## config.mk

```make
export PLATFORM = sky130hd
export DESIGN_NAME = h264_access_unit_splitter_unit_flat
export DESIGN_NICKNAME = d
export VERILOG_FILES = /design/src/sv/h264au_pkg.sv /design/src/sv/h264au_in_if.sv /design/src/sv/h264au_out_if.sv /design/src/sv/h264_access_unit_splitter_unit.sv /design/src/sv/h264au_front.sv /design/src/sv/h264au_queue.sv /design/src/sv/h264au_back.sv /design/src/flat_wrapper.sv
export SDC_FILE = /design/constraint.sdc
export NUM_CORES = 1
export LEC_CHECK = 0
export BUFFER_PORTS_ARGS = -buffer_cell sky130_fd_sc_hd__buf_2
export CORE_MARGIN = 2
export CORE_UTILIZATION = 56
export DETAILED_ROUTE_END_ITERATION = 16
export GPL_ROUTABILITY_DRIVEN = 0
export GPL_TIMING_DRIVEN = 0
export PLACE_DENSITY = 0.87
export REMOVE_ABC_BUFFERS = 1
export SLEW_MARGIN = 10
export SYNTH_ARGS = -nofsm -noshare
export SYNTH_HDL_FRONTEND = slang
export SYNTH_SLANG_ARGS = --single-unit
```

## constraint.sdc

```tcl
create_clock -name i_clk -period 6.23 [get_ports i_clk]
set_clock_uncertainty 0.15 [all_clocks]
set_input_delay 0.3115 -clock i_clk [delete_from_list [all_inputs] [get_ports i_clk]]
set_output_delay 0.3115 -clock i_clk [all_outputs]
set_load 0.005 [all_outputs]
```

## src/sv/h264au_pkg.sv

```systemverilog
package h264au_pkg;

    localparam int OFFSET_BITS = 32;
    localparam int OUT_W = 32;
    localparam int QUEUE_DEPTH = 4;
    localparam int QPTR_W = $clog2(QUEUE_DEPTH);

    localparam logic [7:0] NAL_TYPE_MASK = 8'h1f;
    localparam logic [4:0] NAL_AUD = 5'd9;
    localparam logic [4:0] NAL_IDR = 5'd5;
    localparam logic [7:0] BYTE_ZERO = 8'h00;
    localparam logic [7:0] BYTE_ONE = 8'h01;
    localparam logic [1:0] ZRUN_MAX = 2'd3;
    localparam logic [1:0] ZRUN_MIN_SC = 2'd2;

    typedef logic [OFFSET_BITS-1:0] t_ofs;

    // Descriptors produced by one input byte: an optional unit closed by a
    // delimiter and an optional final unit (or error) at the stream end.
    typedef struct packed {
        logic has_close;
        t_ofs close_ofs;
        t_ofs close_len;
        logic close_key;
        logic has_final;
        t_ofs fin_ofs;
        t_ofs fin_len;
        logic fin_key;
        logic fin_nodelim;
    } t_job;

    function automatic logic [OUT_W-1:0] ofs_to_out(input t_ofs v);
        logic [OFFSET_BITS+OUT_W-1:0] ext;
        ext = {{OUT_W{1'b0}}, v};
        return ext[OUT_W-1:0];
    endfunction

endpackage

```

## src/sv/h264au_in_if.sv

```systemverilog
interface h264au_in_if;
    logic       valid;
    logic       ready;
    logic [7:0] byte_value;
    logic       stream_end;

    modport source (output valid, output byte_value, output stream_end, input ready);
    modport sink (input valid, input byte_value, input stream_end, output ready);
endinterface

```

## src/sv/h264au_out_if.sv

```systemverilog
interface h264au_out_if;
    logic        valid;
    logic        ready;
    logic [31:0] unit_offset;
    logic [31:0] unit_length;
    logic        is_keyframe;
    logic        no_delimiter;
    logic        last_of_run;

    modport source (output valid, output unit_offset, output unit_length,
                    output is_keyframe, output no_delimiter, output last_of_run,
                    input ready);
    modport sink (input valid, input unit_offset, input unit_length,
                  input is_keyframe, input no_delimiter, input last_of_run,
                  output ready);
endinterface

```

## src/sv/h264_access_unit_splitter_unit.sv

```systemverilog
// Splits an H.264 Annex B byte stream into access units, one byte per item at
// one item per clock cycle while the queue has room. The front end scans for
// start codes, reads each NAL header and closes a unit at every access unit
// delimiter after the first; the descriptors it makes go through a four-entry
// queue to a registered output stage, so the input keeps running while a
// descriptor waits to be taken. Each descriptor is queued, then registered
// at the output. A closing delimiter header that is also the stream's last
// byte yields two output items, sent in turn; the final byte always yields
// the last unit or a no-delimiter error; all offsets then restart at zero.
module h264_access_unit_splitter_unit (
    input  logic           i_clk,
    input  logic           i_rst_n,
    h264au_in_if.sink      i_in,
    h264au_out_if.source   o_out
);

    logic             q_full;
    logic             push;
    h264au_pkg::t_job push_job;
    logic             q_valid;
    h264au_pkg::t_job head_job;
    logic             pop;

    h264au_front u_front (
        .i_clk        (i_clk),
        .i_rst_n      (i_rst_n),
        .i_valid      (i_in.valid),
        .i_byte_value (i_in.byte_value),
        .i_stream_end (i_in.stream_end),
        .i_q_full     (q_full),
        .o_ready      (i_in.ready),
        .o_push       (push),
        .o_job        (push_job)
    );

    h264au_queue u_queue (
        .i_clk   (i_clk),
        .i_rst_n (i_rst_n),
        .i_push  (push),
        .i_job   (push_job),
        .i_pop   (pop),
        .o_full  (q_full),
        .o_valid (q_valid),
        .o_job   (head_job)
    );

    h264au_back u_back (
        .i_clk          (i_clk),
        .i_rst_n        (i_rst_n),
        .i_q_valid      (q_valid),
        .i_job          (head_job),
        .o_pop          (pop),
        .o_valid        (o_out.valid),
        .i_ready        (o_out.ready),
        .o_unit_offset  (o_out.unit_offset),
        .o_unit_length  (o_out.unit_length),
        .o_is_keyframe  (o_out.is_keyframe),
        .o_no_delimiter (o_out.no_delimiter),
        .o_last_of_run  (o_out.last_of_run)
    );

endmodule

```

## src/sv/h264au_front.sv

```systemverilog
module h264au_front (
    input  logic               i_clk,
    input  logic               i_rst_n,
    input  logic               i_valid,
    input  logic [7:0]         i_byte_value,
    input  logic               i_stream_end,
    input  logic               i_q_full,
    output logic               o_ready,
    output logic               o_push,
    output h264au_pkg::t_job   o_job
);

    h264au_pkg::t_ofs r_byte_count, n_byte_count;
    logic [1:0]       r_zero_run, n_zero_run;
    logic             r_header_due, n_header_due;
    h264au_pkg::t_ofs r_prefix_start, n_prefix_start;
    logic             r_seen_delim, n_seen_delim;
    h264au_pkg::t_ofs r_unit_begin, n_unit_begin;
    logic             r_unit_idr, n_unit_idr;

    logic             accept;
    logic [4:0]       nal_type;
    logic             is_aud;
    logic             is_idr;
    logic             close;
    logic             seen_after;
    h264au_pkg::t_ofs begin_after;
    logic             idr_after;
    h264au_pkg::t_ofs back_ofs;

    assign o_ready  = !i_q_full;
    assign accept   = i_valid && o_ready;
    assign nal_type = 5'(i_byte_value & h264au_pkg::NAL_TYPE_MASK);
    assign is_aud   = r_header_due && (nal_type == h264au_pkg::NAL_AUD);
    assign is_idr   = r_header_due && (nal_type == h264au_pkg::NAL_IDR);
    assign close    = is_aud && r_seen_delim;

    assign seen_after  = r_seen_delim || is_aud;
    assign begin_after = close ? r_prefix_start : r_unit_begin;
    assign idr_after   = close ? 1'b0 : (r_unit_idr || is_idr);
    assign back_ofs    = (r_zero_run == h264au_pkg::ZRUN_MAX) ? h264au_pkg::t_ofs'(3)
                                                               : h264au_pkg::t_ofs'(2);

    always_comb begin
        o_job.has_close   = close;
        o_job.close_ofs   = r_unit_begin;
        o_job.close_len   = r_prefix_start - r_unit_begin;
        o_job.close_key   = r_unit_idr;
        o_job.has_final   = i_stream_end;
        o_job.fin_ofs     = seen_after ? begin_after : '0;
        o_job.fin_len     = seen_after ? (r_byte_count + h264au_pkg::t_ofs'(1) - begin_after)
                                       : '0;
        o_job.fin_key     = seen_after && idr_after;
        o_job.fin_nodelim = !seen_after;
    end

    assign o_push = accept && (close || i_stream_end);

    always_comb begin
        n_byte_count   = r_byte_count;
        n_zero_run     = r_zero_run;
        n_header_due   = r_header_due;
        n_prefix_start = r_prefix_start;
        n_seen_delim   = r_seen_delim;
        n_unit_begin   = r_unit_begin;
        n_unit_idr     = r_unit_idr;
        if (accept) begin
            if (r_header_due) begin
                n_header_due = 1'b0;
                n_zero_run   = '0;
                n_seen_delim = seen_after;
                n_unit_begin = begin_after;
                n_unit_idr   = idr_after;
            end else if (i_byte_value == h264au_pkg::BYTE_ZERO) begin
                if (r_zero_run != h264au_pkg::ZRUN_MAX) begin
                    n_zero_run = r_zero_run + 2'd1;
                end
            end else if (i_byte_value == h264au_pkg::BYTE_ONE
                         && r_zero_run >= h264au_pkg::ZRUN_MIN_SC) begin
                n_prefix_start = r_byte_count - back_ofs;
                n_header_due   = 1'b1;
                n_zero_run     = '0;
            end else begin
                n_zero_run = '0;
            end
            if (i_stream_end) begin
                // The next byte starts a fresh stream at offset zero.
                n_byte_count   = '0;
                n_zero_run     = '0;
                n_header_due   = 1'b0;
                n_prefix_start = '0;
                n_seen_delim   = 1'b0;
                n_unit_begin   = '0;
                n_unit_idr     = 1'b0;
            end else begin
                n_byte_count = r_byte_count + h264au_pkg::t_ofs'(1);
            end
        end
    end

    always_ff @(posedge i_clk) begin
        if (!i_rst_n) begin
            r_byte_count   <= '0;
            r_zero_run     <= '0;
            r_header_due   <= 1'b0;
            r_prefix_start <= '0;
            r_seen_delim   <= 1'b0;
            r_unit_begin   <= '0;
            r_unit_idr     <= 1'b0;
        end else begin
            r_byte_count   <= n_byte_count;
            r_zero_run     <= n_zero_run;
            r_header_due   <= n_header_due;
            r_prefix_start <= n_prefix_start;
            r_seen_delim   <= n_seen_delim;
            r_unit_begin   <= n_unit_begin;
            r_unit_idr     <= n_unit_idr;
        end
    end

endmodule

```

## src/sv/h264au_queue.sv

```systemverilog
module h264au_queue (
    input  logic               i_clk,
    input  logic               i_rst_n,
    input  logic               i_push,
    input  h264au_pkg::t_job   i_job,
    input  logic               i_pop,
    output logic               o_full,
    output logic               o_valid,
    output h264au_pkg::t_job   o_job
);

    h264au_pkg::t_job                r_mem [h264au_pkg::QUEUE_DEPTH];
    logic [h264au_pkg::QPTR_W-1:0]   r_wr_ptr, n_wr_ptr;
    logic [h264au_pkg::QPTR_W-1:0]   r_rd_ptr, n_rd_ptr;
    logic [h264au_pkg::QPTR_W:0]     r_count, n_count;
    logic                            do_push;
    logic                            do_pop;

    assign o_full  = (r_count == (h264au_pkg::QPTR_W+1)'(h264au_pkg::QUEUE_DEPTH));
    assign o_valid = (r_count != '0);
    assign o_job   = r_mem[r_rd_ptr];
    assign do_push = i_push && !o_full;
    assign do_pop  = i_pop && o_valid;

    always_comb begin
        n_wr_ptr = do_push ? r_wr_ptr + (h264au_pkg::QPTR_W)'(1) : r_wr_ptr;
        n_rd_ptr = do_pop ? r_rd_ptr + (h264au_pkg::QPTR_W)'(1) : r_rd_ptr;
        n_count  = r_count + (h264au_pkg::QPTR_W+1)'(do_push)
                           - (h264au_pkg::QPTR_W+1)'(do_pop);
    end

    always_ff @(posedge i_clk) begin
        if (!i_rst_n) begin
            r_wr_ptr <= '0;
            r_rd_ptr <= '0;
            r_count  <= '0;
        end else begin
            r_wr_ptr <= n_wr_ptr;
            r_rd_ptr <= n_rd_ptr;
            r_count  <= n_count;
        end
    end

    always_ff @(posedge i_clk) begin
        if (do_push) begin
            r_mem[r_wr_ptr] <= i_job;
        end
    end

endmodule

```

## src/sv/h264au_back.sv

```systemverilog
module h264au_back (
    input  logic               i_clk,
    input  logic               i_rst_n,
    input  logic               i_q_valid,
    input  h264au_pkg::t_job   i_job,
    output logic               o_pop,
    output logic               o_valid,
    input  logic               i_ready,
    output logic [31:0]        o_unit_offset,
    output logic [31:0]        o_unit_length,
    output logic               o_is_keyframe,
    output logic               o_no_delimiter,
    output logic               o_last_of_run
);

    logic        r_valid, n_valid;
    logic        r_close_done, n_close_done;
    logic [31:0] r_offset;
    logic [31:0] r_length;
    logic        r_key;
    logic        r_nodelim;
    logic        r_last;
    logic        load;
    logic        emit_close;

    assign load       = i_q_valid && (!r_valid || i_ready);
    assign emit_close = i_job.has_close && !r_close_done;
    // A job with both a closed unit and a final unit stays queued for two items.
    assign o_pop      = load && !(emit_close && i_job.has_final);

    always_comb begin
        n_valid      = r_valid;
        n_close_done = r_close_done;
        if (load) begin
            n_valid      = 1'b1;
            n_close_done = emit_close && i_job.has_final;
        end else if (i_ready) begin
            n_valid = 1'b0;
        end
    end

    always_ff @(posedge i_clk) begin
        if (!i_rst_n) begin
            r_valid      <= 1'b0;
            r_close_done <= 1'b0;
        end else begin
            r_valid      <= n_valid;
            r_close_done <= n_close_done;
        end
    end

    always_ff @(posedge i_clk) begin
        if (load) begin
            if (emit_close) begin
                r_offset  <= h264au_pkg::ofs_to_out(i_job.close_ofs);
                r_length  <= h264au_pkg::ofs_to_out(i_job.close_len);
                r_key     <= i_job.close_key;
                r_nodelim <= 1'b0;
                r_last    <= !i_job.has_final;
            end else begin
                r_offset  <= h264au_pkg::ofs_to_out(i_job.fin_ofs);
                r_length  <= h264au_pkg::ofs_to_out(i_job.fin_len);
                r_key     <= i_job.fin_key;
                r_nodelim <= i_job.fin_nodelim;
                r_last    <= 1'b1;
            end
        end
    end

    assign o_valid        = r_valid;
    assign o_unit_offset  = r_offset;
    assign o_unit_length  = r_length;
    assign o_is_keyframe  = r_key;
    assign o_no_delimiter = r_nodelim;
    assign o_last_of_run  = r_last;

endmodule

```

## src/flat_wrapper.sv

```systemverilog
// flat-port wrapper written by rule: the top's interface ports become plain ports
module h264_access_unit_splitter_unit_flat 
  (i_clk, i_rst_n, i_in_valid, i_in_byte_value, i_in_stream_end, i_in_ready, o_out_valid, o_out_unit_offset, o_out_unit_length, o_out_is_keyframe, o_out_no_delimiter, o_out_last_of_run, o_out_ready);
  h264au_in_if i_in_i ();
  h264au_out_if o_out_i ();
  input  logic i_clk;
  input  logic i_rst_n;
  input wire logic [$bits(i_in_i.valid)-1:0] i_in_valid;
  input wire logic [$bits(i_in_i.byte_value)-1:0] i_in_byte_value;
  input wire logic [$bits(i_in_i.stream_end)-1:0] i_in_stream_end;
  output wire logic [$bits(i_in_i.ready)-1:0] i_in_ready;
  output wire logic [$bits(o_out_i.valid)-1:0] o_out_valid;
  output wire logic [$bits(o_out_i.unit_offset)-1:0] o_out_unit_offset;
  output wire logic [$bits(o_out_i.unit_length)-1:0] o_out_unit_length;
  output wire logic [$bits(o_out_i.is_keyframe)-1:0] o_out_is_keyframe;
  output wire logic [$bits(o_out_i.no_delimiter)-1:0] o_out_no_delimiter;
  output wire logic [$bits(o_out_i.last_of_run)-1:0] o_out_last_of_run;
  input wire logic [$bits(o_out_i.ready)-1:0] o_out_ready;
  assign i_in_i.valid = i_in_valid;
  assign i_in_i.byte_value = i_in_byte_value;
  assign i_in_i.stream_end = i_in_stream_end;
  assign i_in_ready = i_in_i.ready;
  assign o_out_valid = o_out_i.valid;
  assign o_out_unit_offset = o_out_i.unit_offset;
  assign o_out_unit_length = o_out_i.unit_length;
  assign o_out_is_keyframe = o_out_i.is_keyframe;
  assign o_out_no_delimiter = o_out_i.no_delimiter;
  assign o_out_last_of_run = o_out_i.last_of_run;
  assign o_out_i.ready = o_out_ready;
  h264_access_unit_splitter_unit u_core (.i_clk(i_clk), .i_rst_n(i_rst_n), .i_in(i_in_i), .o_out(o_out_i));
endmodule
```

### Word level (Yosys, flattened, before mapping)

Memory sizes are Yosys's and may differ from the RTL's. A register that Yosys moved wholly into a read port is not among the register bits.
Index checks and enable logic that the tools add are counted.
W data, S select, Z words.

* shift-type cells: 0
* div/mod/pow operators: 0
* add/sub/neg operators: 9
* equal/unequal tests: 9
* mux-type cells: 33
* order comparisons: 1
* bitwise operators: 0
* reduce and logical (&&, ||, !) cells: 31
* $mul: 0

Operator list (number)
* $mux W32: 12
* $sub A32 B32 Y32: 2
* $add A32 B1 Y32 const B: 1
* $sub A32 B2 Y32: 1
* $mux W1: 15
* $logic_and A1 B1 Y1: 13
* $mux W2: 6
* $eq A8 B1 Y1 const B: 1
* $logic_not A8 Y1: 1
* $add A2 B1 Y2 const B: 3
* $logic_not A1 Y1: 6
* $ne A2 B2 Y1 const B: 3
* $reduce_bool A2 Y1: 3
* $eq A5 B3 Y1 const B: 1
* $eq A5 B4 Y1 const B: 1
* $logic_or A1 B1 Y1: 4
* $ne A4 B3 Y1 const B: 1
* $reduce_and A2 Y1: 2
* $reduce_and A4 Y1: 1
* $add A3 B1 Y3: 1
* $eq A3 B3 Y1 const B: 1
* $reduce_bool A3 Y1: 1
* $sub A3 B1 Y3: 1
* $eq A2 B2 Y1 const B: 1
* $ge A2 B2 Y1 const B: 1

* memories: 1
* register bits: 177
* bits in latches: 0
* bits in read-only memories: 0
* bits in writable memories: 532
* word-level logic and storage cells: 101

Memories
* u_core.u_queue.r_mem: words 4, width 133, read ports 1, clocked after Yosys merged registers in 1, wr ports 1, RTL line h264au_queue.sv:12 `h264au_pkg::t_job r_mem [h264au_pkg::QUEUE_DEPTH];`

### Logic depth before layout (Yosys ltp)

* depth in word-level cells: 8
* depth in mapped cells: 20
* depth with buffers taken out: 18

### Cells and area by module

From an unflattened synthesis, not the netlist that was laid out.

* cell total of the unflattened synthesis: 2313
* area total of the unflattened synthesis: 32125.8 sq um

By module, submodules not included
* h264au_queue: area an instance 19641.3 sq um, times used 1, cells an instance 743, seq. area each 16155.5 sq um
* h264au_front: area an instance 9527.9 sq um, times used 1, cells an instance 1279, seq. area each 2021.9 sq um
* h264au_back: area an instance 2956.6 sq um, times used 1, cells an instance 291, seq. area each 2052.0 sq um

### Worst setup path before layout

OpenSTA, ideal clock, no wires.

* path kind: input-to-reg
* from: input i_in_byte_value[1]
* to: memory u_core.u_queue.r_mem[2][0] in the netlist's numbering, enable pin
* data arrival time: 5.182 ns
* path slack: 0.390 ns
* path buffers: 2
* cell stages on the path: 7
* setup time: 0.508 ns
* cells stage by stage: or4b_4 > nor3_4 > buf_6 > buf_1 > nor2_1 > nor2_1 > and2_1

* cells in the longest elaborated chain, start to end: 8

Ends and longest elaborated chain
* start: declaration: RTL line flat_wrapper.sv:9 `input wire logic [$bits(i_in_i.byte_value)-1:0] i_in_byte_value;`
* $eq A5 B4 Y1: RTL line h264au_front.sv:34 `assign is_aud = r_header_due && (nal_type == h264au_pkg::NAL_AUD);`
* $logic_and A1 B1 Y1: RTL line h264au_front.sv:34
* $logic_and A1 B1 Y1: RTL line h264au_front.sv:36 `assign close = is_aud && r_seen_delim;`
* $logic_or A1 B1 Y1: RTL line h264au_front.sv:57 `assign o_push = accept && (close || i_stream_end);`
* $logic_and A1 B1 Y1: RTL line h264au_front.sv:57
* $logic_and A1 B1 Y1: RTL line h264au_queue.sv:22 `assign do_push = i_push && !o_full;`
* $mux W1: RTL line h264au_queue.sv:45 `if (do_push) begin`
* $mux W1 (implied by the code): RTL line h264au_queue.sv:46 `r_mem[r_wr_ptr] <= i_job;`
* end: declaration: RTL line h264au_queue.sv:12

No other way between the ends.

==> flow_metrics.tcl <==
set metrics [dict create \
    outcome "finished clean" \
    avgRoutedWirePerCell_um 22.7 \
    clkSinkCount 711 \
    critical-path-top-delay-family "simple AND/OR/NAND/NOR gates" \
    postLayoutCellArea_sq_mm 0.0355 \
    layout.nets 2285 \
    dp_hpwl_mm 42.6 \
    clockBufferDepth 3 \
    setup_viol 0 \
    p_clk_frac 0.332 \
    fp.dieH_um 242 \
    grtUsageTotal 0.235 \
    fin_total_pwr_mw 12.7 \
    syn2layout_area_growth_pct 12.4 \
    crit_fanout 7 \
    io_buffers 81 \
    power_frac_seq 0.467 \
    yosysUniqueCellTypes 65 \
    placed_cell_area_sq_mm 0.0332 \
    core_sq_mm 0.0561 \
    numCtsBuffers 69 \
    drt_pass1_iterations 5 \
    hold_viol 0 \
    cp.required_ns 6.41 \
    synth-edff-count 599 \
    h-tree-depth 3 \
    fmax_mhz 171 \
    power.internal_mw 9.45 \
    cap_violations 0 \
    hp-class "in2reg" \
    cts_tree "yes" \
    syn_inst 2126 \
    crit_slowest_cell "dfxtp_1" \
    power_switching_mw 3.23 \
    pin_count 82 \
    timing.critical_path.mode_cell "nor3_4" \
    yosysWarningCount 0 \
    rsz0062_at_grt "false" \
    utilization 0.633 \
    relSlewSlack 0.211 \
    p_leak_nw 12.2 \
    clk_latency_ns 0.62 \
    drive_gt1_frac 0.194 \
    final_common_cell "edfxtp_1" \
    synth_flop_cell "edfxtp_1" \
    drv_slew 0 \
    peakVddDrop_mv 0.256 \
    swShare 0.255 \
    hold_slack_ns 0.0512 \
    comb_power_share 0.201 \
    ys_seq_area_frac 0.640 \
    antenna_found_initial 1 \
    synth_seq_cells 711 \
    start_util 0.564 \
    fin_crit_sh 0.938 \
    grt_pass1_wl_mm 107 \
    p_per_area_mw_per_mm2 357 \
    gr-total-overflow 0 \
    path_buf_inv 0 \
    via_per_inst 6.25 \
    syn_area_sq_mm 0.0316 \
    grt_max_degree 71 \
    crit_arrival_ns 6.02 \
    route.vias.total 18782 \
    cts_resized 0 \
    syn_area_per_cell_sq_um 14.9 \
    period_minus_slack_ns 5.84 \
    wl_mm 68.3 \
    final_cell_mix "599 x edfxtp_1, 133 x mux4_2, 125 x nor2_1, 110 x dfxtp_1, 89 x nand2_1" \
    worst_pin_slew_ns 1.18 \
    drtIter0Drc 1787 \
    rows 87 \
    die_area_sq_mm 0.0583 \
    clockRootBuffer "clkbuf_16" \
    critical_path_class "reg2reg" \
    cp-start-kind "flip-flop" \
    grt_pass1_vias 19446 \
    slowest_delay_ns 0.65 \
    ant_nets 0 \
    path_cells "nand2_1 -> nor3_4 -> mux2i_1 -> ha_1 -> nor2b_1 -> o21ai_0 -> a2111oi_0 -> o211ai_1 -> a31oi_1 -> or4b_4 -> a211oi_2 -> and3b_1 -> nor3_4 -> a221oi_1 -> xor2_1 -> nor2_1" \
    die_width_um 242 \
    synthArstFlopShare 0 \
    cts.clk_slew.worst_paths_ns 0.07 \
    end_kind "flip-flop" \
    drc_errors 0 \
]
[through the flow]
step | instances | worst slack [ns] | setup TNS, ns
floorplan | 2016 | -5.07 | -325.66
CTS | 3005 | 0.298 | 0
global route | 3006 | 0.185 | 0
finish | 3007 | 0.389 | 0
detailed placement | 2878 | 0.298 | 0
global placement | 2853 | -10.42 | -2032.39
[area by class of cell]
type	count	area, sq um
fill	3726	20600
antenna	1	2.50
clock inverter	38	388
multi-input combinational	1232	10700
inverter	73	277
timing repair buffer	108	1020
sequential	711	20200
tap	756	946
clock buffer	88	1900
[timing repair]
item                                    in CTS  in global routing
endpoints found under the hold margin        1                  0
endpoints found under the setup margin       0                 20
hold buffers                                 1                  0
setup buffers                                0                  1
[final timing paths]
path	from	endpoint	slack, ns	cells past startpoint
worst max-delay path	u_core.u_front.r_header_due	u_core.u_queue.r_mem[0][31]	0.39	16
worst min-delay path	i_rst_n	u_core.u_front.r_unit_begin[26]	0.05	2
worst max register to register	u_core.u_front.r_header_due	u_core.u_queue.r_mem[0][31]	0.39	16
worst min register to register	u_core.u_queue.r_wr_ptr[1]	u_core.u_queue.r_wr_ptr[1]	0.37	2
[routing by layer]
layer  GRT usage  routed length (um)
met1       0.312               27200
met2       0.387               33900
met3      0.0446                5230
met4      0.0902                1900
met5           0                   0
[synth_stat cells (9+ instances only)]
cell type,number,area [sq um]
ha_1,74,926
a22oi_1,47,353
a31oi_1,13,81.3
nand4_1,15,93.8
nand2_1,90,338
nor3_1,22,110
nand3_1,23,115
a21boi_0,14,105
xnor2_1,68,596
or3_1,11,68.8
o21ai_0,84,420
mux2i_1,28,280
a21oi_1,69,345
clkbuf_1,89,334
mux2_2,65,732
and4_1,9,78.8
and3_1,13,81.3
nor4_1,14,87.6
buf_1,13,48.8
xor2_1,51,447
mux4_2,133,3000
dfxtp_1,112,2240
a21o_1,34,255
inv_1,72,270
nor2b_1,73,457
nor2_1,126,473
edfxtp_1,599,18000
nand2b_1,13,81.3
o21bai_1,9,67.6
and2_1,59,369
[power groups by stage]
stage	Sequential [mW]	Clock, mW	Combinational, mW
2_1_floorplan	6.12	0	1.82
3_3_place_gp	6.22	0	2.61
3_5_place_dp	6.02	0	2.56
4_1_cts	5.93	4.27	2.60
5_1_grt	5.96	4.46	2.76
6_report	5.92	4.20	2.55
[flip-flops by register name, summed over array words and instances, names as in the netlist, named ones only]
register / cells
u_core.u_front.r_zero_run: 2
u_core.u_front.r_header_due: 1
u_core.u_back.o_last_of_run: 1
u_core.u_queue.r_wr_ptr: 2
u_core.u_back.o_is_keyframe: 1
u_core.u_front.r_byte_count: 32
u_core.u_back.o_unit_length: 32
u_core.u_queue.r_mem: 532
u_core.u_front.r_unit_begin: 32
u_core.u_front.r_seen_delim: 1
u_core.u_back.r_close_done: 1
u_core.u_back.o_unit_offset: 32
u_core.u_queue.r_rd_ptr: 2
u_core.u_queue.r_count: 3
u_core.u_front.r_unit_idr: 1
u_core.u_front.r_prefix_start: 32
u_core.u_back.o_no_delimiter: 1
u_core.u_back.o_valid: 1
[kinds of logic after synthesis]
kind of cell,share of synthesized area
flops,0.640
simple gates,0.0805
mux,0.127
xor+xnor,0.0344
buf+inv,0.0223
compound gates,0.0645
fa+ha+maj,0.0312
(Power assumes the default switching activity.)
